### config.mk
export PLATFORM = sky130hd
export DESIGN_NAME = sprite_pixel_blend_unit
export DESIGN_NICKNAME = d
export VERILOG_FILES = /design/src/rtl/spb_pkg.sv /design/src/rtl/spb_cfg.sv /design/src/rtl/spb_scale.sv /design/src/rtl/spb_blend.sv /design/src/rtl/spb_pack.sv /design/src/rtl/sprite_pixel_blend_unit.sv
export SDC_FILE = /design/constraint.sdc
export NUM_CORES = 2
export LEC_CHECK = 0
export BUFFER_PORTS_ARGS = -buffer_cell sky130_fd_sc_hd__buf_2
export CORE_MARGIN = 2
export CORE_UTILIZATION = 59
export CTS_CLUSTER_SIZE = 16
export DETAILED_ROUTE_END_ITERATION = 10
export PLACE_DENSITY_LB_ADDON = 0.08
export SYNTH_ARGS = -nofsm -noshare
export SYNTH_HDL_FRONTEND = slang
export SYNTH_SLANG_ARGS = --single-unit
### constraint.sdc
create_clock -name clk -period 14.7 [get_ports clk]
set_clock_uncertainty 0.05 [all_clocks]
set_input_delay 4.41 -clock clk [delete_from_list [all_inputs] [get_ports clk]]
set_output_delay 4.41 -clock clk [all_outputs]
set_load 0.02 [all_outputs]
### src/rtl/spb_pkg.sv
`timescale 1ns / 1ps

package spb_pkg;

	localparam int CFG_IDX_W  = 3;
	localparam int CFG_DATA_W = 16;

	// Configuration register indexes
	localparam logic [CFG_IDX_W-1:0] REG_PIXEL_DEPTH = 3'd0;
	localparam logic [CFG_IDX_W-1:0] REG_PIXEL_ALPHA = 3'd1;
	localparam logic [CFG_IDX_W-1:0] REG_BRIGHTNESS  = 3'd2;
	localparam logic [CFG_IDX_W-1:0] REG_HONOR_MASK  = 3'd3;
	localparam logic [CFG_IDX_W-1:0] REG_MASK_COLOR  = 3'd4;

	localparam logic [7:0]  BRIGHTNESS_RST = 8'd255;
	localparam logic [15:0] MASK_COLOR_RST = 16'hF81F;

	// Packed channel masks
	localparam logic [31:0] PK16 = 32'h07E0_F81F;
	localparam logic [31:0] RB32 = 32'h00FF_00FF;
	localparam logic [31:0] G32  = 32'h0000_FF00;

	localparam logic [7:0] BRIGHT_FULL = 8'd255;
	localparam logic [8:0] SCALE_ONE32 = 9'd256;
	localparam logic [8:0] SCALE_ONE16 = 9'd32;

	typedef enum logic [2:0] {
		K_A16  = 3'd0,
		K_P16  = 3'd1,
		K_A32  = 3'd2,
		K_P32  = 3'd3,
		K_COPY = 3'd4,
		K_ZERO = 3'd5
	} kind_t;

	typedef struct packed {
		logic        pixel_depth;
		logic        pixel_alpha;
		logic [7:0]  brightness;
		logic        honor_mask;
		logic [15:0] mask_color;
	} cfg_t;

	typedef struct packed {
		logic s1;
		logic s2;
		logic s3;
		logic s4;
		logic s5;
	} stage_adv_t;

	typedef struct packed {
		kind_t       kind;
		logic        we;
		logic [31:0] m1;
		logic [31:0] m2;
		logic [31:0] src;
		logic [31:0] dst;
		logic [8:0]  n;
	} scaled_t;

	typedef struct packed {
		kind_t       kind;
		logic        we;
		logic [31:0] p1;
		logic [31:0] p2;
		logic [31:0] add1;
		logic [31:0] add2;
	} weighted_t;

	function automatic logic [31:0] spread16(input logic [15:0] p);
		return ({16'b0, p} | {p, 16'b0}) & PK16;
	endfunction

	function automatic logic [15:0] fold16(input logic [31:0] c);
		return c[15:0] | c[31:16];
	endfunction

endpackage

### src/rtl/spb_cfg.sv
`timescale 1ns / 1ps

module spb_cfg (
	input  logic                             clk,
	input  logic                             arst_n,
	input  logic                             wr_en,
	input  logic [spb_pkg::CFG_IDX_W-1:0]    wr_index,
	input  logic [spb_pkg::CFG_DATA_W-1:0]   wr_data,
	output spb_pkg::cfg_t                    cfg
);
	import spb_pkg::*;

	cfg_t cfg_q;

	always_ff @(posedge clk or negedge arst_n) begin
		if (!arst_n) begin
			cfg_q.pixel_depth <= 1'b0;
			cfg_q.pixel_alpha <= 1'b0;
			cfg_q.brightness  <= BRIGHTNESS_RST;
			cfg_q.honor_mask  <= 1'b0;
			cfg_q.mask_color  <= MASK_COLOR_RST;
		end else if (wr_en) begin
			case (wr_index)
				REG_PIXEL_DEPTH: cfg_q.pixel_depth <= wr_data[0];
				REG_PIXEL_ALPHA: cfg_q.pixel_alpha <= wr_data[0];
				REG_BRIGHTNESS:  cfg_q.brightness  <= wr_data[7:0];
				REG_HONOR_MASK:  cfg_q.honor_mask  <= wr_data[0];
				REG_MASK_COLOR:  cfg_q.mask_color  <= wr_data;
				default: ;
			endcase
		end
	end

	assign cfg = cfg_q;

endmodule

### src/rtl/spb_scale.sv
`timescale 1ns / 1ps

// Stage 1 decodes the mode per word, stage 2 scales the source by brightness.
module spb_scale (
	input  logic                clk,
	input  spb_pkg::stage_adv_t adv,
	input  spb_pkg::cfg_t       cfg,
	input  logic [31:0]         source_word,
	input  logic [31:0]         dest_pixel,
	output spb_pkg::scaled_t    scaled
);
	import spb_pkg::*;

	kind_t       kind_c;
	logic        we_c;
	logic [8:0]  n_c;
	logic [8:0]  b_plus7;
	logic        masked;

	kind_t       kind_s1;
	logic        we_s1;
	logic [31:0] src_s1;
	logic [31:0] dst_s1;
	logic [8:0]  n_s1;

	logic [31:0] op1;
	scaled_t     scaled_s2;

	always_comb begin
		b_plus7 = {1'b0, cfg.brightness} + 9'd7;
		masked  = cfg.honor_mask && (source_word[15:0] == cfg.mask_color);
		kind_c  = K_ZERO;
		we_c    = 1'b1;
		n_c     = '0;
		if (!cfg.pixel_depth) begin
			// (b+7)/8 is already 0 at b=0 and 32 at b=255
			n_c = {3'b0, b_plus7[8:3]};
			if (cfg.pixel_alpha) begin
				kind_c = K_A16;
			end else if (masked) begin
				kind_c = K_ZERO;
				we_c   = 1'b0;
			end else begin
				kind_c = K_P16;
			end
		end else begin
			if (cfg.pixel_alpha) begin
				kind_c = K_A32;
				n_c    = (cfg.brightness == BRIGHT_FULL) ? SCALE_ONE32 : {1'b0, cfg.brightness};
			end else if (cfg.brightness == BRIGHT_FULL) begin
				kind_c = K_COPY;
			end else if (cfg.brightness == '0) begin
				kind_c = K_ZERO;
			end else begin
				kind_c = K_P32;
				n_c    = SCALE_ONE32 - {1'b0, cfg.brightness};
			end
		end
	end

	always_ff @(posedge clk) begin
		if (adv.s1) begin
			kind_s1 <= kind_c;
			we_s1   <= we_c;
			src_s1  <= source_word;
			dst_s1  <= dest_pixel;
			n_s1    <= n_c;
		end
	end

	always_comb begin
		case (kind_s1)
			K_P16:   op1 = spread16(src_s1[15:0]);
			K_A32:   op1 = src_s1 & RB32;
			default: op1 = src_s1 & PK16;
		endcase
	end

	always_ff @(posedge clk) begin
		if (adv.s2) begin
			scaled_s2.kind <= kind_s1;
			scaled_s2.we   <= we_s1;
			scaled_s2.m1   <= op1 * 32'(n_s1);
			scaled_s2.m2   <= (src_s1 & G32) * 32'(n_s1);
			scaled_s2.src  <= src_s1;
			scaled_s2.dst  <= dst_s1;
			scaled_s2.n    <= n_s1;
		end
	end

	assign scaled = scaled_s2;

endmodule

### src/rtl/spb_blend.sv
`timescale 1ns / 1ps

// Stage 3 forms the differences and weights, stage 4 applies the weights.
module spb_blend (
	input  logic                clk,
	input  spb_pkg::stage_adv_t adv,
	input  spb_pkg::scaled_t    scaled,
	output spb_pkg::weighted_t  weighted
);
	import spb_pkg::*;

	logic [31:0] xs16;
	logic [31:0] ys16;
	logic [31:0] xrb;
	logic [31:0] xg;
	logic [31:0] yrb;
	logic [31:0] yg;
	logic [8:0]  a32;

	logic [31:0] diff1_c;
	logic [31:0] diff2_c;
	logic [31:0] add1_c;
	logic [31:0] add2_c;
	logic [8:0]  w_c;

	kind_t       kind_s3;
	logic        we_s3;
	logic [31:0] diff1_s3;
	logic [31:0] diff2_s3;
	logic [31:0] add1_s3;
	logic [31:0] add2_s3;
	logic [8:0]  w_s3;

	weighted_t   weighted_s4;

	always_comb begin
		xs16 = (scaled.m1 >> 5) & PK16;
		ys16 = spread16(scaled.dst[15:0]);
		xrb  = (scaled.m1 >> 8) & RB32;
		xg   = (scaled.m2 >> 8) & G32;
		yrb  = scaled.dst & RB32;
		yg   = scaled.dst & G32;
		a32  = {1'b0, scaled.src[31:24]} + {8'b0, |scaled.src[31:24]};

		diff1_c = '0;
		diff2_c = '0;
		add1_c  = '0;
		add2_c  = '0;
		w_c     = '0;
		case (scaled.kind)
			K_A16: begin
				diff1_c = xs16 - ys16;
				add1_c  = ys16;
				w_c     = {3'b0, scaled.src[10:5]};
			end
			K_P16: begin
				// weight of one whole leaves the scaled source as it is
				diff1_c = xs16;
				w_c     = SCALE_ONE16;
			end
			K_A32: begin
				diff1_c = xrb - yrb;
				diff2_c = xg - yg;
				add1_c  = yrb;
				add2_c  = yg;
				w_c     = a32;
			end
			K_P32: begin
				// the red-blue sum adds the whole source word
				diff1_c = 32'd0 - (scaled.src & RB32);
				diff2_c = 32'd0 - (scaled.src & G32);
				add1_c  = scaled.src;
				add2_c  = scaled.src & G32;
				w_c     = scaled.n;
			end
			K_COPY: begin
				add1_c = scaled.src;
			end
			default: ;
		endcase
	end

	always_ff @(posedge clk) begin
		if (adv.s3) begin
			kind_s3  <= scaled.kind;
			we_s3    <= scaled.we;
			diff1_s3 <= diff1_c;
			diff2_s3 <= diff2_c;
			add1_s3  <= add1_c;
			add2_s3  <= add2_c;
			w_s3     <= w_c;
		end
	end

	always_ff @(posedge clk) begin
		if (adv.s4) begin
			weighted_s4.kind <= kind_s3;
			weighted_s4.we   <= we_s3;
			weighted_s4.p1   <= diff1_s3 * 32'(w_s3);
			weighted_s4.p2   <= diff2_s3 * 32'(w_s3);
			weighted_s4.add1 <= add1_s3;
			weighted_s4.add2 <= add2_s3;
		end
	end

	assign weighted = weighted_s4;

endmodule

### src/rtl/spb_pack.sv
`timescale 1ns / 1ps

// Stage 5: final shift and add, repacking, and the output register.
module spb_pack (
	input  logic                clk,
	input  spb_pkg::stage_adv_t adv,
	input  spb_pkg::weighted_t  weighted,
	output logic [31:0]         out_pixel,
	output logic                write_enable
);
	import spb_pkg::*;

	logic [31:0] sum16;
	logic [31:0] rb32;
	logic [31:0] g32;
	logic [31:0] pix_c;

	logic [31:0] pix_s5;
	logic        we_s5;

	always_comb begin
		sum16 = ((weighted.p1 >> 5) + weighted.add1) & PK16;
		rb32  = (weighted.p1 >> 8) + weighted.add1;
		g32   = (weighted.p2 >> 8) + weighted.add2;
		case (weighted.kind)
			K_A16, K_P16: pix_c = {16'b0, fold16(sum16)};
			K_A32, K_P32: pix_c = (rb32 & RB32) | (g32 & G32);
			K_COPY:       pix_c = weighted.add1;
			default:      pix_c = '0;
		endcase
	end

	always_ff @(posedge clk) begin
		if (adv.s5) begin
			pix_s5 <= pix_c;
			we_s5  <= weighted.we;
		end
	end

	assign out_pixel    = pix_s5;
	assign write_enable = we_s5;

endmodule

### src/rtl/sprite_pixel_blend_unit.sv
`timescale 1ns / 1ps

// Sprite pixel blender for a blitter. Each input word pairs a sprite source word with the
// destination pixel it lands on; the unit returns the pixel to store and a write flag.
// Pixels are either RGB565 in the low 16 bits or 32-bit RGB, the source may carry per-pixel
// alpha, a brightness register darkens the source, and in 16-bit plain mode a colour key can
// suppress the write. The unit takes one word every clock cycle while in_stall is low and
// returns its result through five register stages (decode, brightness scaling multiply,
// difference forming, alpha weighting multiply, repack into the output register). Each stage
// moves on whenever the stage after it is empty or moving, so bubbles are squeezed out and
// in_stall only rises once every stage holds a word and the output is stalled. Configuration
// writes are always accepted (cfg_ready is high) and should only be made while no word is in
// flight.
module sprite_pixel_blend_unit (
	input  logic                            clk,
	input  logic                            arst_n,

	input  logic                            cfg_valid,
	output logic                            cfg_ready,
	input  logic [spb_pkg::CFG_IDX_W-1:0]   cfg_index,
	input  logic [spb_pkg::CFG_DATA_W-1:0]  cfg_data,

	input  logic                            in_valid,
	output logic                            in_stall,
	input  logic [31:0]                     source_word,
	input  logic [31:0]                     dest_pixel,

	output logic                            out_valid,
	input  logic                            out_stall,
	output logic [31:0]                     out_pixel,
	output logic                            write_enable
);
	import spb_pkg::*;

	cfg_t       cfg;
	stage_adv_t adv;
	scaled_t    scaled;
	weighted_t  weighted;

	logic valid_s1;
	logic valid_s2;
	logic valid_s3;
	logic valid_s4;
	logic valid_s5;

	// The register file never pushes back.
	assign cfg_ready = 1'b1;

	spb_cfg u_cfg (
		.clk      (clk),
		.arst_n   (arst_n),
		.wr_en    (cfg_valid && cfg_ready),
		.wr_index (cfg_index),
		.wr_data  (cfg_data),
		.cfg      (cfg)
	);

	// A stage advances when it is empty or when the stage after it advances as well.
	// The chain starts at the output register, which frees up when its word is taken.
	always_comb begin
		adv.s5 = !valid_s5 || !out_stall;
		adv.s4 = !valid_s4 || adv.s5;
		adv.s3 = !valid_s3 || adv.s4;
		adv.s2 = !valid_s2 || adv.s3;
		adv.s1 = !valid_s1 || adv.s2;
	end

	assign in_stall  = !adv.s1;
	assign out_valid = valid_s5;

	always_ff @(posedge clk or negedge arst_n) begin
		if (!arst_n) begin
			valid_s1 <= 1'b0;
			valid_s2 <= 1'b0;
			valid_s3 <= 1'b0;
			valid_s4 <= 1'b0;
			valid_s5 <= 1'b0;
		end else begin
			if (adv.s1) begin
				valid_s1 <= in_valid;
			end
			if (adv.s2) begin
				valid_s2 <= valid_s1;
			end
			if (adv.s3) begin
				valid_s3 <= valid_s2;
			end
			if (adv.s4) begin
				valid_s4 <= valid_s3;
			end
			if (adv.s5) begin
				valid_s5 <= valid_s4;
			end
		end
	end

	spb_scale u_scale (
		.clk         (clk),
		.adv         (adv),
		.cfg         (cfg),
		.source_word (source_word),
		.dest_pixel  (dest_pixel),
		.scaled      (scaled)
	);

	spb_blend u_blend (
		.clk      (clk),
		.adv      (adv),
		.scaled   (scaled),
		.weighted (weighted)
	);

	spb_pack u_pack (
		.clk          (clk),
		.adv          (adv),
		.weighted     (weighted),
		.out_pixel    (out_pixel),
		.write_enable (write_enable)
	);

	// Back-pressure only reaches the input once the whole pipeline is full and stalled.
	a_stall_only_when_full: assert property (@(posedge clk) disable iff (!arst_n)
		in_stall |-> (valid_s1 && valid_s2 && valid_s3 && valid_s4 && valid_s5 && out_stall))
		else $error("input stalled while the pipeline still has room");

	// A word in stage 4 moving on must appear at the output on the next cycle.
	a_stage4_reaches_output: assert property (@(posedge clk) disable iff (!arst_n)
		(valid_s4 && adv.s5) |=> out_valid)
		else $error("word lost between stage 4 and the output register");

	// A suppressed write always carries a zero pixel.
	a_masked_pixel_zero: assert property (@(posedge clk) disable iff (!arst_n)
		(out_valid && !write_enable) |-> (out_pixel == '0))
		else $error("masked word with a non-zero pixel");

endmodule
==> results.md <==
- CP max FO: 19
- Post-CTS Resized: 0
- CP bufs+invs: 3
- Netlist cell types: 84
- Crit start category: input pin
- TritonCTS buffer count: 46
- IO Pins: 124
- Hold path startpoint: u_blend.add2_s3[14]$_SDFFCE_PN0P_
- RSZ-0062 raised after global routing: false
- Worst setup margin: roughly 4300 ps
- Peak Freq: roughly 96 MHz
- Reg2reg end: u_scale.scaled[135]$_DFFE_PP_
- R2R Setup Slk: 8210 ps
- First-pass GRT wire length: ~150000 µm
- Largest net degree at the start of global routing: between 70 and 80
- Netlist Area Pre-Place: about 37000 µm²
- Die Width: 254 µm
- Avg Inst Size Synth: ~10 µm²
- #FFs+latches synth: a little over 400
- P&R area growth vs syn: 7.96%
- Max Slew Vio Count: 0
- Commonest non-fill, non-tap cells in the layout: inv_1 (533), fa_1 (431), nand2_1 (396), edfxtp_1 (372), ha_1 (247)
- Synth async-reset ratio: 0.0792
- Sum Neg Setup Slack: 0 ps
- Largest stage delay on the critical path: about 770 ps
- Reg-to-reg startpoint: u_scale.kind_s1[0]$_DFFE_PN_
- CTS max path bufs: 3
- Yosys warning total: 0
- Fin nets: between 4000 and 5000
- Hold Buf Count CTS: 0
- Wire per inst: roughly 21 µm
- Core Region: between 60000 and 70000 µm²
- Path depth of the worst reg2reg path: 18
- Port bufs: 114
- Worst Max-Slew Pin Slew: 1230 ps
- Post-synth top flop: edfxtp_1
- Most common cell after layout, fill and taps aside: inv_1
- Delay-heaviest family, CP: simple AND/OR/NAND/NOR gates
- Status: completed
- Vias: between 20000 and 30000
- Multi-input logic area: about 22000 µm²
- Seq/Total Area, Yosys: 0.325
- Hold Violations, Final: 0
- # setup viols final: 0
- Sink Count: a little over 400
- Rows: 91
- Clock Latency Late Sink: just over 600 ps
- WP data arrival: 5990 ps
- Remaining DRCs: 0
- Clk pin slew, worst setup/hold paths: approximately 60 ps
- Worst Hold Path EP: u_blend.weighted[14]$_DFFE_PP_
- Tcrit/Tclk final: 0.711
- Hold path cells: 0
- Fin crit period: about 10000 ps
- Worst Hold Class: reg2reg
- Worst Setup End Kind: output pin
- Req. time, crit path: ~10000 ps
- Min Hold Slack: ~370 ps
- Vias/cell: 5.79
- Syn_nets: between 4000 and 5000
- Clk root buf: clkbuf_16
- Share of cells above drive strength 1: 0.0812
- Drt pass-1 iters: 6
- GRT Residual Overflow: 0
- Synthesized instance count: around 3600
- Max-cap violation count: 0
- EDFF count, synth: between 300 and 400
- Chip height: approximately 250 µm
- Vias in the first global route: about 27000
- Final wirelength: between 90000 and 100000 µm
- Worst slack, placed: between 4000 and 5000 ps
- Initial antenna violation count: 0
- Remaining antenna violation count after routing: 0
- Die area: between 60000 and 70000 µm²
- Core Util, Final: 0.645
- Seq. cell area: around 12000 µm²
- CP Class: in2out
- Post-DP HPWL: around 72000 µm
- CP cell instances: buf_2, and3_1, nand4_1, inv_1, buf_2
- RePlAce Congestion: 0.944
- Initial core utilization: 0.598
- Initial drt markers: roughly 1900
- CTS tree: yes
- Most used cell along the critical path: buf_2
- Max transition margin: 0.176
- Fillers: between 4000 and 5000
- Postcts setup bufs: 0
- CTS H-tree depth: 2
- Global router's overall resource usage: 0.301
- # diodes: 0
- Slowest cell on crit path: nand4_1
## worst reg2reg max path: stages (launching register included)
cell and delay [ps]:
edfxtp_1 530, or3b_2 870, and3_1 400, ha_1 310, fa_1 480, fa_1 560
inv_1 60, fa_1 530, inv_1 40, ha_1 340, a21o_1 170, a21oi_1 190
o21ai_0 260, a22o_1 290, o31a_1 260, o2111ai_1 420, o211ai_1 180, a21oi_1 210
xnor2_1 90
## per-layer routing
metal / track usage / wire length, µm
met5: 0 / 0
met4: 0.151 / 4940
met3: 0.0386 / 5120
met2: 0.523 / 47200
met1: 0.372 / 37100
## synth_stat cells (6+ instances only)
library cell | number | area (µm²)
a31oi_1 | 12 | 75.1
a211oi_1 | 13 | 97.6
o21bai_1 | 17 | 128
or3_1 | 6 | 37.5
nor3b_1 | 9 | 67.6
o31a_1 | 6 | 52.6
a21o_1 | 56 | 420
dfrtp_1 | 14 | 350
ha_1 | 247 | 3090
nand2b_1 | 26 | 163
a22o_1 | 13 | 114
o31ai_1 | 9 | 67.6
a221o_1 | 6 | 60.1
o211ai_1 | 11 | 82.6
fa_1 | 431 | 8630
nand2_1 | 397 | 1490
edfxtp_1 | 372 | 11200
clkbuf_1 | 133 | 499
xnor2_1 | 136 | 1190
inv_1 | 534 | 2000
nor2b_1 | 25 | 156
o21a_1 | 21 | 158
a22oi_1 | 12 | 90.1
dfstp_2 | 18 | 473
a21oi_1 | 152 | 761
nor2_1 | 91 | 342
nor3_1 | 27 | 135
o21ai_0 | 115 | 576
or2_2 | 7 | 43.8
mux2_2 | 29 | 327
o221ai_1 | 7 | 61.3
nand4_1 | 17 | 106
nor4_1 | 9 | 56.3
and2_1 | 235 | 1470
nand3_1 | 69 | 345
o22ai_1 | 11 | 68.8
xor2_1 | 59 | 517
and3_1 | 95 | 594
buf_1 | 18 | 67.6
## state kept, by name, summed over array words and instances (netlist names), 3 cells and up
name / cells
u_blend.diff1_s3: 28
u_scale.n_s1: 9
u_pack.out_pixel: 32
u_blend.weighted: 79
u_blend.diff2_s3: 9
u_blend.kind_s3: 3
u_scale.kind_s1: 3
u_scale.src_s1: 32
u_scale.dst_s1: 24
u_cfg.cfg: 27
u_blend.add2_s3: 8
u_scale.scaled: 101
u_blend.w_s3: 9
u_blend.add1_s3: 32
## stage by stage
| stage | cell area (µm²) | instances |
|---|---|---|
| 2_1_floorplan | 36900 | 3550 |
| 3_3_place_gp | 38300 | 4384 |
| 3_5_place_dp | 38300 | 4384 |
| 4_1_cts | 39900 | 4470 |
| 5_1_grt | 39900 | 4470 |
| 6_report | 39900 | 4470 |
## cell families (layout without fill, tap and decap cells)
family | Yosys count | after routing | share of synthesized area
compound gates | 517 | 517 | 0.0906
other cells | 1 | 1 | 0.000102
buf+inv | 686 | 769 | 0.0698
simple gates | 1033 | 1033 | 0.140
fa+ha+maj | 678 | 678 | 0.317
flops | 404 | 404 | 0.325
xor+xnor | 196 | 196 | 0.0467
mux | 35 | 35 | 0.0108
## layout make-up
cell class	count	share of cell area
clock buffers	56	0.0298
clock inverters	30	0.0103
inverters	534	0.0503
multi-input cells	2460	0.562
flip-flops and latches	404	0.301
well taps	837	0.0263
repair buffers	149	0.0209
## how the worst max path moves through the flow
stage	startpoint	endpoint	slack, ps	cells past startpoint
2_1_floorplan	out_stall	in_stall	2840	3
3_3_place_gp	out_stall	in_stall	4310	5
3_5_place_dp	out_stall	in_stall	4240	5
4_1_cts	out_stall	in_stall	4240	5
5_1_grt	out_stall	in_stall	4050	5
6_report	out_stall	in_stall	4250	5
Power is not shown: default switching activity piles up to over one toggle a cycle in this logic, so the estimate is an artifact.
